[src/rtl/assert_macros.svh]
// Assertion helpers for the RTL, included by i2cbm_core. Defining NO_ASSERTIONS compiles them away.
`ifndef ASSERT_MACROS_SVH
`define ASSERT_MACROS_SVH

`ifndef NO_ASSERTIONS

// The expression must hold at every clock edge outside reset.
`define ASSERT_ALWAYS(lbl, clk, rst_n, expr) \
	lbl: assert property (@(posedge clk) disable iff (!(rst_n)) (expr)) \
		else $error("assertion failed");

// Whenever the antecedent holds, the consequent must hold in the same cycle.
`define ASSERT_IMPLIES(lbl, clk, rst_n, ante, cons) \
	lbl: assert property (@(posedge clk) disable iff (!(rst_n)) (ante) |-> (cons)) \
		else $error("assertion failed");

`else

`define ASSERT_ALWAYS(lbl, clk, rst_n, expr)
`define ASSERT_IMPLIES(lbl, clk, rst_n, ante, cons)

`endif

`endif

[src/rtl/i2cbm_pkg.sv]
`timescale 1ns / 1ps

package i2cbm_pkg;

	// Bus commands, encoded as on the opcode field.
	typedef enum logic [2:0] {
		CMD_START   = 3'd0,
		CMD_STOP    = 3'd1,
		CMD_WRITE   = 3'd2,
		CMD_READ    = 3'd3,
		CMD_WAITACK = 3'd4
	} cmd_t;

	localparam logic [7:0] PHASE_TICKS_RST = 8'd4;
	localparam logic [3:0] BIT_LAST        = 4'd7;
	localparam logic [3:0] BIT_COUNT       = 4'd8;
	localparam logic [2:0] PHASE_LAST      = 3'd2;
	localparam logic [2:0] PHASE_COUNT     = 3'd3;

	// One tick as it enters the block.
	typedef struct packed {
		logic       cmd_valid;
		logic [2:0] opcode;
		logic [7:0] tx_byte;
		logic       ack_after_read;
		logic       sda_in;
	} tick_t;

	// One result word, produced for every tick.
	typedef struct packed {
		logic       nack_seen;
		logic [7:0] rx_byte;
		logic       done_res;
		logic       ready_res;
		logic       sda_out;
		logic       scl_out;
	} res_t;

endpackage

[src/rtl/i2c_bit_level_master.sv]
`timescale 1ns / 1ps
// I2C bit-level master sequencer, clocked by time ticks on a stream.
// Each input word is one bus tick: tdata carries the byte to send, the ACK choice
// for a read and the sampled SDA level; tuser carries the command strobe and the
// opcode (start, stop, write byte, read byte, wait for acknowledge). A command is
// honoured only when the block is idle; otherwise it is ignored and the tick just
// advances the current bus phase, each phase lasting phase_ticks ticks.
// Every input word produces exactly one output word with the SCL and SDA levels,
// the ready flag, a done pulse, the last received byte and the last ACK result.
// An input word passes through the input register, then the sequencer logic
// feeding the output register. Throughput is one word per cycle while the output
// side does not stall; the sequencer state advances once per word.
// Reset (arst_n low) releases both lines, returns to idle and sets phase_ticks
// to four. When the output side stalls, the output register holds its word, the
// input register fills and tready drops until the output word is taken. The user
// writes phase_ticks through cfg_we/cfg_wdata only while the block is idle; unchecked.

module i2c_bit_level_master (
	input  logic        clk,
	input  logic        arst_n,
	input  logic        cfg_we,
	input  logic [7:0]  cfg_wdata,       // phase_ticks
	input  logic        s_axis_tvalid,
	output logic        s_axis_tready,
	input  logic [15:0] s_axis_tdata,    // tx_byte[7:0], ack_after_read, sda_in, zero pad
	input  logic [3:0]  s_axis_tuser,    // cmd_valid, opcode[2:0]
	output logic        m_axis_tvalid,
	input  logic        m_axis_tready,
	output logic [15:0] m_axis_tdata     // scl_out, sda_out, ready_res, done_res,
	                                     // rx_byte[7:0], nack_seen, zero pad
);

	i2cbm_pkg::tick_t in_tick;
	i2cbm_pkg::tick_t tick_s1;
	i2cbm_pkg::res_t  res_d;
	i2cbm_pkg::res_t  res_s2;
	logic             valid_s1;
	logic             can_load;
	logic             step_en;

	assign in_tick.cmd_valid      = s_axis_tuser[0];
	assign in_tick.opcode         = s_axis_tuser[3:1];
	assign in_tick.tx_byte        = s_axis_tdata[7:0];
	assign in_tick.ack_after_read = s_axis_tdata[8];
	assign in_tick.sda_in         = s_axis_tdata[9];

	// The sequencer steps whenever a tick is held and the output register can take
	// its result.
	assign step_en = valid_s1 && can_load;

	i2cbm_in_stage u_in (
		.clk      (clk),
		.arst_n   (arst_n),
		.in_valid (s_axis_tvalid),
		.in_ready (s_axis_tready),
		.in_tick  (in_tick),
		.take     (can_load),
		.valid_s1 (valid_s1),
		.tick_s1  (tick_s1)
	);

	i2cbm_core u_core (
		.clk       (clk),
		.arst_n    (arst_n),
		.cfg_we    (cfg_we),
		.cfg_wdata (cfg_wdata),
		.step_en   (step_en),
		.tick_s1   (tick_s1),
		.res_d     (res_d)
	);

	i2cbm_out_stage u_out (
		.clk       (clk),
		.arst_n    (arst_n),
		.load      (step_en),
		.res_d     (res_d),
		.can_load  (can_load),
		.out_valid (m_axis_tvalid),
		.out_ready (m_axis_tready),
		.res_s2    (res_s2)
	);

	assign m_axis_tdata = {3'b000, res_s2};

endmodule

[src/rtl/i2cbm_in_stage.sv]
`timescale 1ns / 1ps

module i2cbm_in_stage (
	input  logic               clk,
	input  logic               arst_n,
	input  logic               in_valid,
	output logic               in_ready,
	input  i2cbm_pkg::tick_t   in_tick,
	input  logic               take,
	output logic               valid_s1,
	output i2cbm_pkg::tick_t   tick_s1
);

	logic load;

	// The slot frees up in the same cycle its word moves on.
	assign in_ready = !valid_s1 || take;
	assign load     = in_valid && in_ready;

	always_ff @(posedge clk or negedge arst_n) begin
		if (!arst_n) begin
			valid_s1 <= 1'b0;
		end else if (in_ready) begin
			valid_s1 <= in_valid;
		end
	end

	always_ff @(posedge clk) begin
		if (load) begin
			tick_s1 <= in_tick;
		end
	end

endmodule

[src/rtl/i2cbm_core.sv]
`timescale 1ns / 1ps
`include "assert_macros.svh"

module i2cbm_core (
	input  logic               clk,
	input  logic               arst_n,
	input  logic               cfg_we,
	input  logic [7:0]         cfg_wdata,
	input  logic               step_en,
	input  i2cbm_pkg::tick_t   tick_s1,
	output i2cbm_pkg::res_t    res_d
);

	typedef struct packed {
		logic scl;
		logic sda;
	} lines_t;

	i2cbm_pkg::cmd_t cmd_q, cmd_d;
	logic       busy_q, busy_d;
	logic [2:0] step_q, step_d;
	logic [7:0] tick_q, tick_d;
	logic [3:0] bit_idx_q, bit_idx_d;
	logic [7:0] shift_q, shift_d;
	lines_t     lines_q, lines_d;
	logic [7:0] rx_q, rx_d;
	logic       ack_q, ack_d;
	logic       ackp_q, ackp_d;
	logic       done_d;
	logic [7:0] phase_ticks_q;

	// Line levels set on entering a phase.
	function automatic lines_t enter_phase(
		input i2cbm_pkg::cmd_t cmd,
		input logic [2:0]      step,
		input logic [3:0]      bit_idx,
		input logic [7:0]      shift,
		input logic            ackp,
		input lines_t          cur
	);
		lines_t l;
		l = cur;
		case (cmd)
			i2cbm_pkg::CMD_START: begin
				if (step == 3'd0) begin
					l.sda = 1'b1;
					l.scl = 1'b1;
				end else if (step == 3'd1) begin
					l.sda = 1'b0;
				end else begin
					l.scl = 1'b0;
				end
			end
			i2cbm_pkg::CMD_STOP: begin
				l.sda = 1'b0;
				l.scl = 1'b1;
			end
			i2cbm_pkg::CMD_WRITE: begin
				if (step == 3'd0) begin
					l.sda = shift[7];
				end else if (step == 3'd1) begin
					l.scl = 1'b1;
				end else begin
					l.scl = 1'b0;
					if (bit_idx == i2cbm_pkg::BIT_LAST) begin
						l.sda = 1'b1;
					end
				end
			end
			i2cbm_pkg::CMD_READ: begin
				if (bit_idx < i2cbm_pkg::BIT_COUNT) begin
					l.scl = (step == 3'd0);
				end else if (step == 3'd0) begin
					l.sda = !ackp;
				end else if (step == 3'd1) begin
					l.scl = 1'b1;
				end else begin
					l.scl = 1'b0;
				end
			end
			default: begin
				// Wait for acknowledge.
				if (step == 3'd0) begin
					l.sda = 1'b1;
				end else if (step == 3'd1) begin
					l.scl = 1'b1;
				end else begin
					l.scl = 1'b0;
				end
			end
		endcase
		return l;
	endfunction

	// Next state for one tick.
	always_comb begin
		logic finish;
		logic phase_end;
		finish    = 1'b0;
		phase_end = ({1'b0, tick_q} + 9'd1) >= {1'b0, phase_ticks_q};
		cmd_d     = cmd_q;
		busy_d    = busy_q;
		step_d    = step_q;
		tick_d    = tick_q;
		bit_idx_d = bit_idx_q;
		shift_d   = shift_q;
		lines_d   = lines_q;
		rx_d      = rx_q;
		ack_d     = ack_q;
		ackp_d    = ackp_q;
		done_d    = 1'b0;

		if (busy_q) begin
			if (phase_end) begin
				tick_d = 8'd0;
				case (cmd_q)
					i2cbm_pkg::CMD_START: begin
						step_d = step_q + 3'd1;
						finish = (step_d >= i2cbm_pkg::PHASE_COUNT);
					end
					i2cbm_pkg::CMD_STOP: begin
						lines_d.sda = 1'b1;
						finish      = 1'b1;
					end
					i2cbm_pkg::CMD_WRITE: begin
						if (step_q < i2cbm_pkg::PHASE_LAST) begin
							step_d = step_q + 3'd1;
						end else begin
							step_d    = 3'd0;
							shift_d   = {shift_q[6:0], 1'b0};
							bit_idx_d = bit_idx_q + 4'd1;
							finish    = (bit_idx_d >= i2cbm_pkg::BIT_COUNT);
						end
					end
					i2cbm_pkg::CMD_READ: begin
						if (bit_idx_q < i2cbm_pkg::BIT_COUNT) begin
							if (step_q == 3'd0) begin
								shift_d = {shift_q[6:0], tick_s1.sda_in};
								step_d  = 3'd1;
							end else begin
								step_d    = 3'd0;
								bit_idx_d = bit_idx_q + 4'd1;
								if (bit_idx_d == i2cbm_pkg::BIT_COUNT) begin
									rx_d = shift_q;
								end
							end
						end else begin
							step_d = step_q + 3'd1;
							if (step_d >= i2cbm_pkg::PHASE_COUNT) begin
								lines_d.sda = 1'b1;
								finish      = 1'b1;
							end
						end
					end
					default: begin
						if (step_q == 3'd1) begin
							ack_d = tick_s1.sda_in;
						end
						step_d = step_q + 3'd1;
						finish = (step_d >= i2cbm_pkg::PHASE_COUNT);
					end
				endcase
				if (finish) begin
					busy_d = 1'b0;
					done_d = 1'b1;
				end else begin
					lines_d = enter_phase(cmd_d, step_d, bit_idx_d, shift_d, ackp_d, lines_d);
				end
			end else begin
				tick_d = tick_q + 8'd1;
			end
		end else if (tick_s1.cmd_valid && (tick_s1.opcode <= 3'(i2cbm_pkg::CMD_WAITACK))) begin
			cmd_d     = i2cbm_pkg::cmd_t'(tick_s1.opcode);
			busy_d    = 1'b1;
			step_d    = 3'd0;
			tick_d    = 8'd0;
			bit_idx_d = 4'd0;
			if (cmd_d == i2cbm_pkg::CMD_WRITE) begin
				shift_d = tick_s1.tx_byte;
			end else if (cmd_d == i2cbm_pkg::CMD_READ) begin
				shift_d = 8'd0;
				ackp_d  = tick_s1.ack_after_read;
			end
			lines_d = enter_phase(cmd_d, step_d, bit_idx_d, shift_d, ackp_d, lines_d);
		end
	end

	// Result word, taken from the state after this tick.
	always_comb begin
		res_d.scl_out   = lines_d.scl;
		res_d.sda_out   = lines_d.sda;
		res_d.ready_res = !busy_d;
		res_d.done_res  = done_d;
		res_d.rx_byte   = rx_d;
		res_d.nack_seen = ack_d;
	end

	always_ff @(posedge clk or negedge arst_n) begin
		if (!arst_n) begin
			phase_ticks_q <= i2cbm_pkg::PHASE_TICKS_RST;
		end else if (cfg_we) begin
			phase_ticks_q <= cfg_wdata;
		end
	end

	always_ff @(posedge clk or negedge arst_n) begin
		if (!arst_n) begin
			cmd_q     <= i2cbm_pkg::CMD_START;
			busy_q    <= 1'b0;
			step_q    <= 3'd0;
			tick_q    <= 8'd0;
			bit_idx_q <= 4'd0;
			shift_q   <= 8'd0;
			lines_q   <= '{scl: 1'b1, sda: 1'b1};
			rx_q      <= 8'd0;
			ack_q     <= 1'b0;
			ackp_q    <= 1'b0;
		end else if (step_en) begin
			cmd_q     <= cmd_d;
			busy_q    <= busy_d;
			step_q    <= step_d;
			tick_q    <= tick_d;
			bit_idx_q <= bit_idx_d;
			shift_q   <= shift_d;
			lines_q   <= lines_d;
			rx_q      <= rx_d;
			ack_q     <= ack_d;
			ackp_q    <= ackp_d;
		end
	end

	// The bit counter never runs past a whole byte.
	`ASSERT_ALWAYS(a_bit_range, clk, arst_n, bit_idx_q <= i2cbm_pkg::BIT_COUNT)
	// A running command always sits in one of its three phases.
	`ASSERT_IMPLIES(a_step_range, clk, arst_n, busy_q, step_q <= i2cbm_pkg::PHASE_LAST)
	// The phase timer is parked at zero while idle.
	`ASSERT_IMPLIES(a_idle_tick, clk, arst_n, !busy_q, tick_q == 8'd0)
	// Stop is a single phase and never touches the bit counter.
	`ASSERT_IMPLIES(a_stop_shape, clk, arst_n, busy_q && (cmd_q == i2cbm_pkg::CMD_STOP),
		(step_q == 3'd0) && (bit_idx_q == 4'd0))

endmodule

[src/rtl/i2cbm_out_stage.sv]
`timescale 1ns / 1ps

module i2cbm_out_stage (
	input  logic              clk,
	input  logic              arst_n,
	input  logic              load,
	input  i2cbm_pkg::res_t   res_d,
	output logic              can_load,
	output logic              out_valid,
	input  logic              out_ready,
	output i2cbm_pkg::res_t   res_s2
);

	// A new word may land when the register is empty or being drained.
	assign can_load = !out_valid || out_ready;

	always_ff @(posedge clk or negedge arst_n) begin
		if (!arst_n) begin
			out_valid <= 1'b0;
		end else if (can_load) begin
			out_valid <= load;
		end
	end

	always_ff @(posedge clk) begin
		if (load) begin
			res_s2 <= res_d;
		end
	end

endmodule
[config.mk]
export PLATFORM = sky130hd
export DESIGN_NAME = i2c_bit_level_master
export DESIGN_NICKNAME = d
export VERILOG_FILES = /design/src/rtl/i2cbm_pkg.sv /design/src/rtl/i2c_bit_level_master.sv /design/src/rtl/i2cbm_in_stage.sv /design/src/rtl/i2cbm_core.sv /design/src/rtl/i2cbm_out_stage.sv
export VERILOG_INCLUDE_DIRS = /design/src /design/src/rtl
export SDC_FILE = /design/constraint.sdc
export NUM_CORES = 1
export LEC_CHECK = 0
export BUFFER_PORTS_ARGS = -buffer_cell sky130_fd_sc_hd__buf_4
export CAP_MARGIN = 25
export CORE_MARGIN = 3
export CORE_UTILIZATION = 60
export CTS_CLUSTER_DIAMETER = 150
export DETAILED_ROUTE_END_ITERATION = 8
export HOLD_SLACK_MARGIN = 0.08
export PLACE_DENSITY = 0.93
export SLEW_MARGIN = 10
export SYNTH_ARGS = -nofsm -noshare
export SYNTH_HDL_FRONTEND = slang
export SYNTH_SLANG_ARGS = --single-unit
[constraint.sdc]
create_clock -name clk -period 5.9 [get_ports clk]
set_input_delay 0.59 -clock clk [delete_from_list [all_inputs] [get_ports clk]]
set_output_delay 0.59 -clock clk [all_outputs]
set_load 0.005 [all_outputs]
Word level (Yosys, flattened, before mapping)
Cells that the tools add are included.
- word-level logic and storage cells: 148
- register bits: 76
- input bits: 33
- output and inout bits: 18
- add/sub/neg operators: 4
- muxes and demuxes: 72
- bitwise operators: 2
- equal/unequal tests: 15
- magnitude comparators: 7
- reductions and logical operators: 22
- operators by type and width (operator ; count):
    $mux W8 ; 17
    $mux W4 ; 8
    $mux W1 ; 28
    $mux W3 ; 7
    $pmux W2 S4 ; 2
    $pmux W8 S2 ; 1
    $eq A3 B1 Y1 const B ; 4
    $eq A3 B2 Y1 const B ; 4
    $logic_not A3 Y1 ; 4
    $ne A3 B3 Y1 const B ; 4
    $mux W2 ; 5
    $add A8 B1 Y9 const B ; 1
    $ge A9 B8 Y1 ; 1
    $pmux W3 S3 ; 1
    $add A8 B1 Y8 const B ; 1
    $lt A4 B4 Y1 const B ; 2
    $pmux W4 S2 ; 1
    $reduce_and A8 Y1 ; 1
    $reduce_and A3 Y1 ; 2
    $reduce_and A5 Y1 ; 1
    $add A4 B1 Y4 const B ; 1
    $eq A4 B3 Y1 const B ; 1
    $eq A4 B4 Y1 const B ; 1
    $ge A4 B4 Y1 const B ; 1
    15 further kinds ; 23

Logic depth before layout (Yosys ltp)
- depth in word-level cells: 14
- gate-level depth with buffers: 14
- mapped depth without buffers: 12

Cells and area by module
A second synthesis with hierarchy kept.
- cells, all modules: 357
- area, all modules: 4076.4 um2
- modules (own cells, without submodules) (module ; cells each ; seq. area each (um2) ; area each (um2) ; instances):
    i2cbm_core ; 318 ; 1179.9 ; 3131.8 ; 1
    i2cbm_in_stage ; 18 ; 445.4 ; 474.2 ; 1
    i2cbm_out_stage ; 16 ; 415.4 ; 437.9 ; 1
    i2c_bit_level_master ; 5 ; 0.0 ; 32.5 ; 1

Least setup slack after synthesis
OpenSTA, ideal clock, no wires.
- path kind: reg-to-reg
- start point: register u_core.tick_q[4]
- end point: register u_core.rx_q[0]
- cell stages (with the launch flop): 14
- required time: 5.775 ns
- buffers on the path: 2
- setup time: 0.125 ns
- clock period less this slack: 3.292 ns
- data arrival time: 3.167 ns
- setup slack: 2.608 ns
- cells stage by stage: dfrtp_1 > and3_1 > and3_1 > and3_1 > xor2_1 > ha_1 > nand2_1 > o41ai_4 > o21ai_4 > or4_4 > buf_6 > nand2b_4 > buf_6 > mux2_4
- word-level cells in the longest chain between the ends: 4
- RTL lines (item ; RTL line ; text):
    start, declared ; i2cbm_core.sv:22 ; logic [7:0] tick_q, tick_d;
    start signal, assigned ; i2cbm_core.sv:222 ; tick_q <= tick_d;
    $add A8 B1 Y9 ; i2cbm_core.sv:100 ; phase_end = ({1'b0, tick_q} + 9'd1) >= {1'b0, phase_ticks_q};
    $ge A9 B8 Y1 ; i2cbm_core.sv:100 ;
    $mux W8 ; i2cbm_core.sv:114 ; if (phase_end) begin
    $mux W8 ; i2cbm_core.sv:113 ; if (busy_q) begin
    end signal, assigned ; i2cbm_core.sv:226 ; rx_q <= rx_d;
    end, declared ; i2cbm_core.sv:26 ; logic [7:0] rx_q, rx_d;
Every way passes these cells.
A chain may end at the register's enable or synchronous reset.

Worst setup path in the final report
- start point: register u_core.tick_q[0]
- end point: register u_core.rx_q[7]
Same word-level chain as after synthesis.

==> results.py <==
metrics = {
    "status": {
        "outcome": "complete, no violations",
    },
    "clock_tree": {
        "clkSinkCount": 76,
        "cts_max_level": 3,
        "post_cts_buffers": 0,
        "cts_hold_buffers": 0,
        "clk_pin_slew_worst_paths_ns": 0.08,
        "insertion_delay_ns": 0.35,
        "clock_path_buffers": 2,
        "cts_tree": "yes",
        "cts-root-buf": "clkbuf_8",
        "cts_resized": 0,
        "cts-buffers-inserted": 9,
    },
    "synth": {
        "synthArstFlopShare": 0.6447,
        "yosysWarnings": 0,
        "synth_area_leaders": "dfrtp_1, edfxtp_1, o21ai_0",
        "synth_flop_cell": "dfrtp_1",
        "synth_cells": 388,
        "synth_cell_type_count": 60,
        "synth_seq_cells": 76,
        "synth_edf_count": 27,
        "yosysTopAreaCellShare": 0.2805,
        "syn_area_per_cell_sq_um": 10.58,
        "synth_seq_area_share": 0.4973,
        "yosysTopAreaCell": "dfrtp_1",
        "syn_area_sq_mm": 0.004104,
    },
    "timing": {
        "maxSlewHeadroom": 0.4385,
        "tightest_slew_ns": 0.8359,
        "fin_worst_skew_ns": 0.01089,
        "finalCritPeriodShare": 0.5993,
        "setup_violations": 0,
        "finalSetupTns_ns": 0,
        "final-hold-violation-count": 0,
        "fmax_mhz": 282.8,
        "final_max_slew_viol_count": 0,
        "post-route-min-period_ns": 3.536,
        "rsz0062_at_grt": "no",
    },
    "job": {
        "drv_cap": 0,
    },
    "global_route": {
        "grt_pass1_wl_mm": 14.94,
        "grt_util_all_layers": 0.2527,
        "antenna_found_initial": 0,
        "grt_max_degree": 50,
        "overflow": 0,
        "first_global_vias": 3111,
    },
    "die": {
        "die_width_um": 88.71,
        "dieArea_sq_mm": 0.007869,
        "row_count": 29,
        "start_util": 0.6319,
        "core-area_sq_mm": 0.006495,
        "io_pins": 51,
        "fp.dieH_um": 88.71,
    },
    "routing": {
        "vias_per_cell": 6.188,
        "dr.first_iter.drc_count": 273,
        "routed_wl_mm": 9.089,
        "drc": 0,
        "ant_nets": 0,
        "wl_per_cell_um": 17.75,
        "vias": 3168,
        "dr.pass1.iters": 5,
    },
    "pwr": {
        "p_int_uw": 1087,
        "p_clk_frac": 0.253,
        "p_leak_uw": 0.002053,
        "pwr-share-seq": 0.429,
        "p_sw_uw": 629.0,
        "power.density_mw_per_mm2": 368.1,
        "switching_share": 0.3666,
        "peakVddDrop_v": 0.0002004,
        "power_frac_comb": 0.318,
    },
    "worst_setup_path": {
        "worstPathMaxFanout": 10,
        "setup.worst_path.start_class": "register",
        "arrival_ns": 3.77,
        "worstPathRequired_ns": 6.14,
        "cp-end-kind": "register",
        "worst-setup-path-type": "reg2reg",
    },
    "finish": {
        "final_util": 0.7176,
        "area_growth_pct": 13.57,
        "fillers": 451,
        "diodes": 0,
        "nNetsFinal": 477,
        "drive_gt1_frac": 0.2138,
    },
    "hold_path": {
        "hold_class": "in2async",
    },
    "placement": {
        "dp_hpwl_mm": 6.420,
        "port_buffers": 41,
        "gp_congestion": 0.9330,
    },
}
power groups by stage:
stage / registers (uW) / logic, uW / clock network [uW]
after floorplan: 687 / 420 / 0
after global placement: 736 / 513 / 0
after detailed placement: 739 / 535 / 0
after CTS: 730 / 539 / 440
after global routing: 750 / 615 / 460
final: 736 / 546 / 433
worst paths after layout:
path                                                       end  slack [ns]                         start  cells past startpoint
max                                 u_core.rx_q[7]$_DFFE_PN0P_        2.36  u_core.tick_q[0]$_DFFE_PN0P_                     10
min                        u_core.phase_ticks_q[5]$_DFFE_PN0P_        0.25                        arst_n                      1
max reg2reg                         u_core.rx_q[7]$_DFFE_PN0P_        2.36  u_core.tick_q[0]$_DFFE_PN0P_                     10
min reg2reg                        u_out.out_valid$_DFFE_PN0P_        0.50     u_in.valid_s1$_DFFE_PN0N_                      1
max in group asynchronous        u_core.shift_q[1]$_DFFE_PN0P_        5.22                        arst_n                      1
min in group clk                     u_in.tick_s1[4]$_DFFE_PP_        0.42               s_axis_tdata[2]                      1
metrics by stage:
stage	setup WS, ns	power [uW]	cell area [sq um]	cells	hold WS [ns]
2_1_floorplan	2.608	1107	4111	390	0.2944
6_report	2.364	1716	4661	512	0.2524
4_1_cts	2.380	1709	4661	512	0.2661
3_5_place_dp	2.404	1274	4444	496	0.4876
5_1_grt	2.194	1825	4661	512	0.2828
3_3_place_gp	2.476	1249	4444	496	0.4735
critical path: stages (launching register included):
cell and delay [ns]:
dfrtp_1 0.48, ha_1 0.32, nand3_1 0.12, xnor2_1 0.18
ha_1 0.33, nand3_1 0.14, o41ai_4 0.42, o21ai_4 0.15
or4_4 0.67, nand2b_4 0.26, mux2_4 0.34
state kept, by name (all words and copies together) (netlist names), 3 cells and up:
name	flops
u_core.bit_idx_q	4
u_core.cmd_q	3
u_core.phase_ticks_q	8
u_core.rx_q	8
u_core.shift_q	8
u_core.step_q	3
u_core.tick_q	8
u_in.tick_s1	14
u_out.res_s2	13
synthesized netlist by cell type (5+ instances only):
master,instances
inv_1,14
edfxtp_1,27
a21oi_1,18
nand2b_1,14
mux2_2,15
nand2_1,43
nor2b_1,10
a22oi_1,6
ha_1,14
clkbuf_1,5
mux2_4,8
o21ai_0,40
o22ai_1,5
dfrtp_1,46
nor3_1,8
nand3_1,9
nor2_1,19
layer usage:
layer | wire length [um] | GRT usage | vias up
met4 | 344 | 0.1236 | 0
met3 | 597 | 0.05400 | 31
met1 | 3655 | 0.3155 | 1480
met2 | 4492 | 0.4163 | 155
li1 | - | - | 1502
met5 | 0 | 0 | -
final cells by class:
cell class	instances	area (sq um)	area share
clock buffer	11	131.4	0.02819
clock inverter	5	85.08	0.01826
inverter	15	56.30	0.01208
multi-input combinational	286	1936	0.4153
sequential	76	2041	0.4379
tap	77	96.34	0.02067
timing repair buffer	42	315.3	0.06765
cell usage in the layout (no fill, tap or decap), types with 3 or more instances in the layout:
master	n
nand2b_1	14
dfrtp_1	46
nand2_1	43
and2_1	4
or2_2	3
a22oi_1	6
o21ai_0	40
nor3_1	8
dfstp_2	3
o211ai_1	4
o31ai_1	3
clkbuf_8	9
mux2_2	15
edfxtp_1	27
xnor2_1	4
and3_1	3
xor2_1	4
nor2_1	19
conb_1	3
nand3_1	9
o22ai_1	5
nor2b_1	10
ha_1	14
inv_1	14
o21bai_1	4
a21oi_1	18
a211oi_1	3
buf_4	42
mux2_4	8
cells by family (layout without fill, tap and decap cells):
| kind of cell | Yosys count | after routing | share of synthesized area |
|---|---|---|---|
| AND/OR/NAND/NOR | 129 | 129 | 0.1610 |
| AO/OA/AOI/OAI | 107 | 107 | 0.1729 |
| flip-flops | 76 | 76 | 0.4973 |
| buffers and inverters | 28 | 73 | 0.03292 |
| multiplexers | 25 | 25 | 0.07531 |
| adder cells (fa/ha/maj) | 14 | 14 | 0.04268 |
| XOR/XNOR | 8 | 8 | 0.01707 |
| other | 1 | 3 | 0.0009138 |
Power figures use the tool's default switching activity.
